===== src/rtl/clsr_pkg.sv =====
// clsr_pkg: constants, codes and controller/datapath interface types for the
// combined lcg shuffle generator. no dependencies.
package clsr_pkg;

    localparam int VAL_W           = 31;
    localparam int MUL_W           = 16;
    localparam int FOLD_W          = 8;
    localparam int TABLE_DEPTH_DEF = 32;
    localparam int WARMUP_STEPS    = 8;

    // moduli are 2^31 minus a small fold constant
    localparam logic [31:0]       MOD_A     = 32'd2147483563;
    localparam logic [31:0]       MOD_B     = 32'd2147483399;
    localparam logic [MUL_W-1:0]  MUL_A     = 16'd40014;
    localparam logic [MUL_W-1:0]  MUL_B     = 16'd40692;
    localparam logic [FOLD_W-1:0] FOLD_A    = 8'd85;
    localparam logic [FOLD_W-1:0] FOLD_B    = 8'd249;
    localparam logic [VAL_W-1:0]  SEED_RST  = 31'd36;
    localparam logic [VAL_W-1:0]  LCG_B_RST = 31'd123456789;

    typedef enum logic {
        GEN_A,
        GEN_B
    } gen_t;

    typedef enum logic [1:0] {
        SRC_INPUT,
        SRC_DEFAULT,
        SRC_ONE
    } seed_src_t;

    typedef struct packed {
        logic      load_seed;
        seed_src_t seed_src;
        logic      issue;
        gen_t      gen;
        logic      s1_from_res;
        logic      s2_from_res;
        logic      seed_wb;
        logic      slot_mul;
        logic      slot_fix;
        logic      tbl_rd;
        logic      finish;
    } clsr_cmd_t;

    typedef struct packed {
        logic s1_zero;
        logic cnt_zero;
    } clsr_status_t;

endpackage


===== src/rtl/clsr_modmul.sv =====
// clsr_modmul: two-stage constant multiply and reduce, shared by both generators.
// depends on clsr_pkg.
module clsr_modmul (
    input  logic                        clk,
    input  logic                        issue,
    input  clsr_pkg::gen_t              gen,
    input  logic [clsr_pkg::VAL_W-1:0]  operand,
    output logic [clsr_pkg::VAL_W-1:0]  res
);
    import clsr_pkg::*;

    localparam int PROD_W = VAL_W + MUL_W;

    logic [PROD_W-1:0]   prod_reg;
    logic [PROD_W-1:0]   prod_next;
    gen_t                gen_reg;
    logic [MUL_W-1:0]    mul_sel;
    logic [FOLD_W-1:0]   fold_sel;
    logic [31:0]         mod_sel;
    logic [MUL_W-1:0]    hi;
    logic [MUL_W+FOLD_W-1:0] fold_prod;
    logic [31:0]         sum;

    assign mul_sel   = (gen == GEN_A) ? MUL_A : MUL_B;
    assign prod_next = PROD_W'(operand) * PROD_W'(mul_sel);

    always_ff @(posedge clk)
    begin
        if (issue)
        begin
            prod_reg <= prod_next;
            gen_reg  <= gen;
        end
    end

    // fold the bits above 2^31 back in, then one conditional subtract
    assign fold_sel  = (gen_reg == GEN_A) ? FOLD_A : FOLD_B;
    assign mod_sel   = (gen_reg == GEN_A) ? MOD_A : MOD_B;
    assign hi        = prod_reg[PROD_W-1:VAL_W];
    assign fold_prod = (MUL_W+FOLD_W)'(hi) * (MUL_W+FOLD_W)'(fold_sel);
    assign sum       = 32'(prod_reg[VAL_W-1:0]) + 32'(fold_prod);
    assign res       = (sum >= mod_sel) ? VAL_W'(sum - mod_sel) : VAL_W'(sum);

endmodule


===== src/rtl/clsr_datapath.sv =====
// clsr_datapath: generator states, shuffle table, slot divider and output register.
// depends on clsr_pkg and clsr_modmul.
module clsr_datapath #(
    parameter int TABLE_DEPTH = clsr_pkg::TABLE_DEPTH_DEF
) (
    input  logic                        clk,
    input  logic                        rst_n,
    input  clsr_pkg::clsr_cmd_t         cmd,
    output clsr_pkg::clsr_status_t      status,
    input  logic [clsr_pkg::VAL_W-1:0]  seed_value,
    input  logic                        cfg_we,
    input  logic [clsr_pkg::VAL_W-1:0]  cfg_data,
    output logic [clsr_pkg::VAL_W-1:0]  random_value
);
    import clsr_pkg::*;

    localparam int IDX_W = $clog2(TABLE_DEPTH);
    localparam int CNT_W = $clog2(TABLE_DEPTH + WARMUP_STEPS);
    localparam logic [CNT_W-1:0] CNT_START = CNT_W'(TABLE_DEPTH + WARMUP_STEPS - 1);

    // slot = last / SLOT_DIV by reciprocal multiply and one correction
    localparam longint unsigned SLOT_DIV   = 64'd1 + (64'(MOD_A) - 64'd1) / 64'(TABLE_DEPTH);
    localparam int              SLOT_SHIFT = 38;
    localparam longint unsigned SLOT_RECIP = (64'd1 << SLOT_SHIFT) / SLOT_DIV;
    localparam int RECIP_W = $clog2(SLOT_RECIP + 64'd1);
    localparam int SD_W    = $clog2(SLOT_DIV + 64'd1);
    localparam int SP_W    = VAL_W + RECIP_W;
    localparam int QE_W    = SP_W - SLOT_SHIFT;
    localparam int CHK_W   = QE_W + 1 + SD_W;

    logic [VAL_W-1:0] s1_reg, s1_next;
    logic [VAL_W-1:0] s2_reg, s2_next;
    logic [VAL_W-1:0] last_reg, last_next;
    logic [VAL_W-1:0] default_seed_reg;
    logic [CNT_W-1:0] cnt_reg, cnt_next;
    logic [SP_W-1:0]  sprod_reg;
    logic [IDX_W-1:0] slot_reg, slot_next;
    logic [VAL_W-1:0] rd_reg;
    logic [VAL_W-1:0] out_data_reg;
    logic [VAL_W-1:0] tbl [TABLE_DEPTH];

    logic [VAL_W-1:0] seed_raw, seed_mag;
    logic [VAL_W-1:0] mm_operand, mm_res;
    logic [QE_W-1:0]  q_est;
    logic [QE_W:0]    q_inc, q_fix;
    logic [CHK_W-1:0] chk;
    logic [VAL_W:0]   diff;
    logic [VAL_W-1:0] y_val;
    logic             tbl_we;
    logic [IDX_W-1:0] tbl_waddr;
    logic [VAL_W-1:0] tbl_wdata;

    assign mm_operand = (cmd.gen == GEN_A) ? s1_reg : s2_reg;

    clsr_modmul u_modmul (
        .clk     (clk),
        .issue   (cmd.issue),
        .gen     (cmd.gen),
        .operand (mm_operand),
        .res     (mm_res)
    );

    always_comb
    begin
        unique case (cmd.seed_src)
            SRC_INPUT:   seed_raw = seed_value;
            SRC_DEFAULT: seed_raw = default_seed_reg;
            default:     seed_raw = VAL_W'(1);
        endcase
        // zero seed is taken as one
        seed_mag = (seed_raw == '0) ? VAL_W'(1) : seed_raw;
    end

    assign q_est = sprod_reg[SP_W-1:SLOT_SHIFT];
    assign q_inc = {1'b0, q_est} + (QE_W+1)'(1);
    assign chk   = CHK_W'(q_inc) * CHK_W'(SLOT_DIV);
    assign q_fix = (CHK_W'(last_reg) >= chk) ? q_inc : {1'b0, q_est};
    assign slot_next = (q_fix >= (QE_W+1)'(TABLE_DEPTH)) ? IDX_W'(TABLE_DEPTH - 1)
                                                          : q_fix[IDX_W-1:0];

    // fold into 1..MOD_A-1
    assign diff  = {1'b0, rd_reg} - {1'b0, s2_reg};
    assign y_val = (diff[VAL_W] || (diff == '0)) ? VAL_W'(diff + (VAL_W+1)'(MOD_A - 32'd1))
                                                 : diff[VAL_W-1:0];

    always_comb
    begin
        s1_next   = s1_reg;
        s2_next   = s2_reg;
        last_next = last_reg;
        cnt_next  = cnt_reg;
        if (cmd.load_seed)
        begin
            s1_next  = seed_mag;
            s2_next  = seed_mag;
            cnt_next = CNT_START;
        end
        if (cmd.s1_from_res || cmd.seed_wb)
            s1_next = mm_res;
        if (cmd.s2_from_res)
            s2_next = mm_res;
        if (cmd.seed_wb)
        begin
            last_next = mm_res;
            cnt_next  = cnt_reg - CNT_W'(1);
        end
        if (cmd.finish)
            last_next = y_val;
    end

    always_ff @(posedge clk or negedge rst_n)
    begin
        if (!rst_n)
        begin
            s1_reg           <= '0;
            s2_reg           <= LCG_B_RST;
            last_reg         <= '0;
            cnt_reg          <= '0;
            default_seed_reg <= SEED_RST;
        end
        else
        begin
            s1_reg   <= s1_next;
            s2_reg   <= s2_next;
            last_reg <= last_next;
            cnt_reg  <= cnt_next;
            if (cfg_we)
                default_seed_reg <= cfg_data;
        end
    end

    always_ff @(posedge clk)
    begin
        if (cmd.slot_mul)
            sprod_reg <= SP_W'(last_reg) * SP_W'(SLOT_RECIP);
        if (cmd.slot_fix)
            slot_reg <= slot_next;
        if (cmd.finish)
            out_data_reg <= y_val;
    end

    // one write port: warm-up fill or slot refill
    assign tbl_we    = (cmd.seed_wb && (cnt_reg < CNT_W'(TABLE_DEPTH))) || cmd.finish;
    assign tbl_waddr = cmd.finish ? slot_reg : cnt_reg[IDX_W-1:0];
    assign tbl_wdata = cmd.finish ? s1_reg : mm_res;

    always_ff @(posedge clk)
    begin
        if (tbl_we)
            tbl[tbl_waddr] <= tbl_wdata;
        if (cmd.tbl_rd)
            rd_reg <= tbl[slot_reg];
    end

    assign status.s1_zero  = (s1_reg == '0);
    assign status.cnt_zero = (cnt_reg == '0);
    assign random_value    = out_data_reg;

endmodule


===== src/rtl/clsr_ctrl.sv =====
// clsr_ctrl: sequencer for seeding warm-up and the four-step draw.
// depends on clsr_pkg.
module clsr_ctrl (
    input  logic                    clk,
    input  logic                    rst_n,
    input  logic                    in_valid,
    output logic                    in_stall,
    input  logic                    req_type,
    output logic                    out_valid,
    input  logic                    out_stall,
    output clsr_pkg::clsr_cmd_t     cmd,
    input  clsr_pkg::clsr_status_t  status
);
    import clsr_pkg::*;

    typedef enum logic [2:0] {
        ST_IDLE,
        ST_SEED_MUL,
        ST_SEED_WB,
        ST_DRAW0,
        ST_DRAW1,
        ST_DRAW2,
        ST_DRAW3
    } state_t;

    state_t state_reg, state_next;
    logic   seeded_reg, seeded_next;
    logic   out_valid_reg, out_valid_next;
    logic   out_free;

    assign out_free = !out_valid_reg || !out_stall;

    always_comb
    begin
        cmd            = '0;
        state_next     = state_reg;
        seeded_next    = seeded_reg;
        out_valid_next = out_valid_reg;
        if (out_valid_reg && !out_stall)
            out_valid_next = 1'b0;
        unique case (state_reg)
            ST_IDLE:
            begin
                if (in_valid)
                begin
                    if (req_type || !seeded_reg || status.s1_zero)
                    begin
                        cmd.load_seed = 1'b1;
                        if (req_type)
                            cmd.seed_src = SRC_INPUT;
                        else if (!seeded_reg)
                            cmd.seed_src = SRC_DEFAULT;
                        else
                            cmd.seed_src = SRC_ONE;
                        state_next = ST_SEED_MUL;
                    end
                    else
                    begin
                        // first draw step overlaps the accept cycle
                        cmd.issue    = 1'b1;
                        cmd.gen      = GEN_A;
                        cmd.slot_mul = 1'b1;
                        state_next   = ST_DRAW1;
                    end
                end
            end
            ST_SEED_MUL:
            begin
                cmd.issue  = 1'b1;
                cmd.gen    = GEN_A;
                state_next = ST_SEED_WB;
            end
            ST_SEED_WB:
            begin
                cmd.seed_wb = 1'b1;
                cmd.gen     = GEN_A;
                if (status.cnt_zero)
                begin
                    seeded_next = 1'b1;
                    state_next  = ST_DRAW0;
                end
                else
                    state_next = ST_SEED_MUL;
            end
            ST_DRAW0:
            begin
                cmd.issue    = 1'b1;
                cmd.gen      = GEN_A;
                cmd.slot_mul = 1'b1;
                state_next   = ST_DRAW1;
            end
            ST_DRAW1:
            begin
                cmd.s1_from_res = 1'b1;
                cmd.issue       = 1'b1;
                cmd.gen         = GEN_B;
                cmd.slot_fix    = 1'b1;
                state_next      = ST_DRAW2;
            end
            ST_DRAW2:
            begin
                cmd.s2_from_res = 1'b1;
                cmd.gen         = GEN_B;
                cmd.tbl_rd      = 1'b1;
                state_next      = ST_DRAW3;
            end
            ST_DRAW3:
            begin
                if (out_free)
                begin
                    cmd.finish     = 1'b1;
                    out_valid_next = 1'b1;
                    state_next     = ST_IDLE;
                end
            end
            default:
            begin
                state_next = ST_IDLE;
            end
        endcase
    end

    always_ff @(posedge clk or negedge rst_n)
    begin
        if (!rst_n)
        begin
            state_reg     <= ST_IDLE;
            seeded_reg    <= 1'b0;
            out_valid_reg <= 1'b0;
        end
        else
        begin
            state_reg     <= state_next;
            seeded_reg    <= seeded_next;
            out_valid_reg <= out_valid_next;
        end
    end

    assign in_stall  = (state_reg != ST_IDLE);
    assign out_valid = out_valid_reg;

endmodule


===== src/rtl/combined_lcg_shuffle_rng.sv =====
// combined_lcg_shuffle_rng: top level of the combined lcg generator with shuffle table.
// depends on clsr_pkg, clsr_ctrl, clsr_datapath (and clsr_modmul below it).
//
// usage
//  - input channel (in_valid / in_stall): one request per transfer; req_type 0 asks
//    for the next number, 1 reseeds with seed_value (zero taken as one), then draws
//  - output channel (out_valid / out_stall): one random_value per request, 1..2^31-86
//  - config channel (cfg_valid / cfg_ready / cfg_data): writes default_seed, always
//    ready; write it only while no request is in flight
//  - a plain draw starts in the accept cycle and ends in the last draw state, which
//    registers the result; no request is taken meanwhile; steps follow the shared
//    two-stage modular multiplier (one generator per cycle) and registered table read
//  - a reseed, or the first draw after reset, first runs a warm-up: the first
//    generator steps TABLE_DEPTH+8 times, a multiply and a write-back state each
//  - while a result waits under out_stall the next request is still taken; its
//    result holds in the last draw step until the output register empties
//  - reset clears the seeded flag and out_valid; random_value and the shuffle table
//    are not cleared, every slot is filled by the warm-up before it is read
module combined_lcg_shuffle_rng #(
    parameter int TABLE_DEPTH = clsr_pkg::TABLE_DEPTH_DEF
) (
    input  logic                        clk,
    input  logic                        rst_n,
    input  logic                        in_valid,
    output logic                        in_stall,
    input  logic                        req_type,
    input  logic [clsr_pkg::VAL_W-1:0]  seed_value,
    output logic                        out_valid,
    input  logic                        out_stall,
    output logic [clsr_pkg::VAL_W-1:0]  random_value,
    input  logic                        cfg_valid,
    output logic                        cfg_ready,
    input  logic [clsr_pkg::VAL_W-1:0]  cfg_data
);
    import clsr_pkg::*;

    clsr_cmd_t    cmd;
    clsr_status_t status;

    // config register takes a transfer in any cycle
    assign cfg_ready = 1'b1;

    clsr_ctrl u_ctrl (
        .clk       (clk),
        .rst_n     (rst_n),
        .in_valid  (in_valid),
        .in_stall  (in_stall),
        .req_type  (req_type),
        .out_valid (out_valid),
        .out_stall (out_stall),
        .cmd       (cmd),
        .status    (status)
    );

    clsr_datapath #(
        .TABLE_DEPTH (TABLE_DEPTH)
    ) u_datapath (
        .clk          (clk),
        .rst_n        (rst_n),
        .cmd          (cmd),
        .status       (status),
        .seed_value   (seed_value),
        .cfg_we       (cfg_valid && cfg_ready),
        .cfg_data     (cfg_data),
        .random_value (random_value)
    );

    // a request in flight blocks the next one
    a_busy_after_accept: assert property (@(posedge clk) disable iff (!rst_n)
        (in_valid && !in_stall) |=> in_stall)
        else $error("input taken while a request is in flight");

    // a result is never written over one that still waits
    a_finish_when_free: assert property (@(posedge clk) disable iff (!rst_n)
        cmd.finish |-> (!out_valid || !out_stall))
        else $error("result finished while output register is stalled");

    a_finish_shows: assert property (@(posedge clk) disable iff (!rst_n)
        cmd.finish |=> out_valid)
        else $error("finished result not presented");

    // seeding starts only on an input transfer
    a_seed_on_accept: assert property (@(posedge clk) disable iff (!rst_n)
        cmd.load_seed |-> (in_valid && !in_stall))
        else $error("seed load without an input transfer");

endmodule

===== config.mk =====
export PLATFORM = sky130hd
export DESIGN_NAME = combined_lcg_shuffle_rng
export DESIGN_NICKNAME = d
export VERILOG_FILES = /design/src/rtl/clsr_pkg.sv /design/src/rtl/clsr_modmul.sv /design/src/rtl/clsr_datapath.sv /design/src/rtl/clsr_ctrl.sv /design/src/rtl/combined_lcg_shuffle_rng.sv
export SDC_FILE = /design/constraint.sdc
export NUM_CORES = 2
export LEC_CHECK = 0
export BUFFER_PORTS_ARGS = -buffer_cell sky130_fd_sc_hd__buf_2
export CAP_MARGIN = 40
export CORE_AREA = 2 2 296 445
export CTS_CLUSTER_DIAMETER = 120
export DETAILED_ROUTE_END_ITERATION = 7
export DIE_AREA = 0 0 298 447
export PLACE_DENSITY = 0.73
export SETUP_SLACK_MARGIN = 0.5
export SLEW_MARGIN = 20
export SYNTH_ARGS = -nofsm -noshare
export SYNTH_HDL_FRONTEND = slang
export SYNTH_HIERARCHICAL = 1
export SYNTH_SLANG_ARGS = --single-unit

===== constraint.sdc =====
create_clock -name clk -period 8.1 [get_ports clk]
set_input_delay 1.62 -clock clk [delete_from_list [all_inputs] [get_ports clk]]
set_output_delay 1.62 -clock clk [all_outputs]
set_load 0.02 [all_outputs]

==> impl_metrics.ini <==
[floorplanning]
die_area_um2 = 133000
start_util = 0.547
fp.dieH_um = 447
ios = 102
fp-row-count = 162
die_x_um = 298
core_um2 = 129000

[synth]
ys_ff_latch = 1246
syn_avg_cell_area_um2 = 14.2
ys.warnings.count = 6
synthesis.instances = 4971
synth_edf_count = 1111
syn_area_um2 = 70700
synth_ff_type = edfxtp_1
synth_cell_types = 97
synth.cells.most_frequent = edfxtp_1, inv_1, fa_1, ha_1, mux4_2
synth_top_area_frac = 0.472
ys_top_cells_by_area = edfxtp_1, fa_1, mux4_2
yosysMostFrequentCell = edfxtp_1
synthArstFlopShare = 0.108
synth-seq-area-share = 0.520
synth_area_leader_cell = edfxtp_1
synth_fp_nets = 5774

[clock_network]
clkLatencyLatePin_ps = 750
clk_pin_slew_ps = 70
htreeDepth = 3
tritoncts = built
cts_sinks = 1246
cts_root_buffer = clkbuf_16
numCtsBuffers = 110
clock_path_buffers = 3

[detailed_routing]
ant_nets = 0
first_iter_violations = 4631
first_pass_iters = 5
vias = 44100
drcViolationCount = 0
via_per_inst = 6.26
wl_mm = 211
routedWlPerCell_um = 29.9

[timing]
rsz0062_at_grt = true
fmax_mhz = 135
fin_crit_ps = 7420
worst_pin_slew_ps = 1020
finalHoldViolations = 0
max_slew_margin = 0.313
drv_slew = 0
fin_crit_sh = 0.917
tns_ps = 0
setup_viol = 0
skew_ps = 53.5

[worst_setup_path]
critPathRequiredTime_ps = 8550
path_max_fanout = 20
crit_path_start = u_ctrl/state_reg[1]
cp_data_arrival_time_ps = 7870
critPathLaunchType = register
crit_type = register to register
r2r_start = u_ctrl/state_reg[1]
end_kind = register
ff2ff_setup_slack_ps = 680

[grt]
grt_pass1_vias = 45400
antenna_found_initial = 15
grt.total_usage = 0.312
grt_pass1_wl_mm = 299
grt-ovfl-total = 0
grt_max_degree = 136

[place]
place_congestion = 0.994
dp_hpwl_mm = 144
io_buffers = 100

[run_status]
status = completed

[final_layout]
n_fill_cell = 9554
layout-drive-gt1-share = 0.208
fin_nets = 6026
seq_area_um2 = 36800
largest_register_ffs = 992
multi_input_area_um2 = 31700
area_delta_synth_final_pct = 12.4

[min_path]
hp-start = u_datapath/default_seed_reg[0]
min_path_type = register to register

[job]
drv_cap = 0
final timing paths:
| kind | end | cells past startpoint |
|---|---|---|
| min in group asynchronous | u_ctrl/out_valid | 1 |
| min reg2reg | u_datapath/default_seed_reg[0] | 1 |
| min | u_datapath/default_seed_reg[0] | 1 |
| max | u_datapath/u_modmul/prod_reg[46] | 24 |
| max in group asynchronous | u_datapath/s2_reg[4] | 3 |
| max reg2reg | u_datapath/u_modmul/prod_reg[46] | 24 |
cell type report:
| type | instances | share of cell area |
|---|---|---|
| flip-flops and latches | 1246 | 0.463 |
| multi-input cells | 2851 | 0.398 |
| clock buffers | 137 | 0.0366 |
| repair buffers | 316 | 0.0333 |
| inverters | 698 | 0.0330 |
| well taps | 1722 | 0.0271 |
| clock inverters | 70 | 0.00905 |
| diodes | 2 | 0.0000630 |
per-stage QoR:
stage,area [um2],std cells,utilization,hold WS (ps),worst slack (ps)
after global placement,74100,6752,0.573,488,132
final,79500,7042,0.615,505,676
after CTS,78400,6984,0.606,506,401
after floorplan,70700,4971,-,452,572
after detailed placement,74500,6768,0.576,492,170
after global routing,79500,7040,0.615,522,388
metal layers:
layer | part of all wire | GRT usage | routed length (um) | vias to the layer above
met3 | 0.077 | 0.0452 | 16200 | 733
met5 | 0.00060 | 0 | 127 | -
met1 | 0.32 | 0.341 | 67600 | 22400
li1 | - | - | - | 18700
met2 | 0.50 | 0.543 | 106000 | 2270
met4 | 0.097 | 0.251 | 20500 | 18
cells by family (layout without fill, tap and decap cells):
kind of cell | count (synthesis) | in the layout | synth area share
simple gates | 821 | 821 | 0.0590
other cells | 2 | 4 | 0.000106
flops | 1246 | 1246 | 0.520
fa+ha+maj | 735 | 735 | 0.171
mux | 491 | 513 | 0.127
buf+inv | 896 | 1221 | 0.0486
compound gates | 652 | 652 | 0.0586
xor+xnor | 128 | 128 | 0.0159
worst max-delay path: stages, from the launching register on:
cell and delay [ps]:
dfrtp_2 480, nor2b_4 200, buf_12 160, clkbuf_16 220, mux2_2 480, nand2b_1 170, inv_1 70, fa_1 490
inv_1 50, fa_1 570, fa_1 450, fa_1 560, fa_1 430, fa_1 570, inv_1 60, ha_1 380
a21o_1 190, a21oi_1 150, o21ai_0 160, a31oi_4 240, o21ai_2 120, o41a_1 380, a31oi_2 270, o21ai_1 100
xor2_1 150
placed cells by master (no fill, tap or decap), drive strengths merged, types with 11 or more instances in the layout:
cell type / Yosys / routed
dfrtp: 117 / 117
nand2b: 41 / 41
clkinv: 1 / 48
nor2: 155 / 155
inv: 697 / 705
o21a: 23 / 23
xnor2: 79 / 79
o21ai: 162 / 162
buf: 61 / 312
or2: 12 / 12
a211oi: 43 / 43
a21boi: 11 / 11
clkbuf: 137 / 141
mux2: 135 / 157
dfstp: 18 / 18
nand4: 38 / 38
and3: 24 / 24
nor2b: 52 / 52
mux4: 310 / 310
fa: 386 / 386
nand3: 36 / 36
a31oi: 35 / 35
nor4: 29 / 29
xor2: 49 / 49
nand2: 248 / 248
a21oi: 190 / 190
and2: 43 / 43
or4: 11 / 11
or3: 23 / 23
edfxtp: 1111 / 1111
a21o: 58 / 58
ha: 349 / 349
mux2i: 46 / 46
o31ai: 15 / 15
nor3: 70 / 70
o211ai: 16 / 16
repair_timing:
item / 4_1_cts / 5_1_grt
buffers inserted: 4 / 31
hold buffers: 0 / 0
pin swaps: 2 / 25
endpoints found under the setup margin: 817 / 1040
resized for setup: 38 / 104
gates cloned: 5 / 21
Power is not shown: default switching activity piles up to over one toggle a cycle in this logic, so the estimate is an artifact.
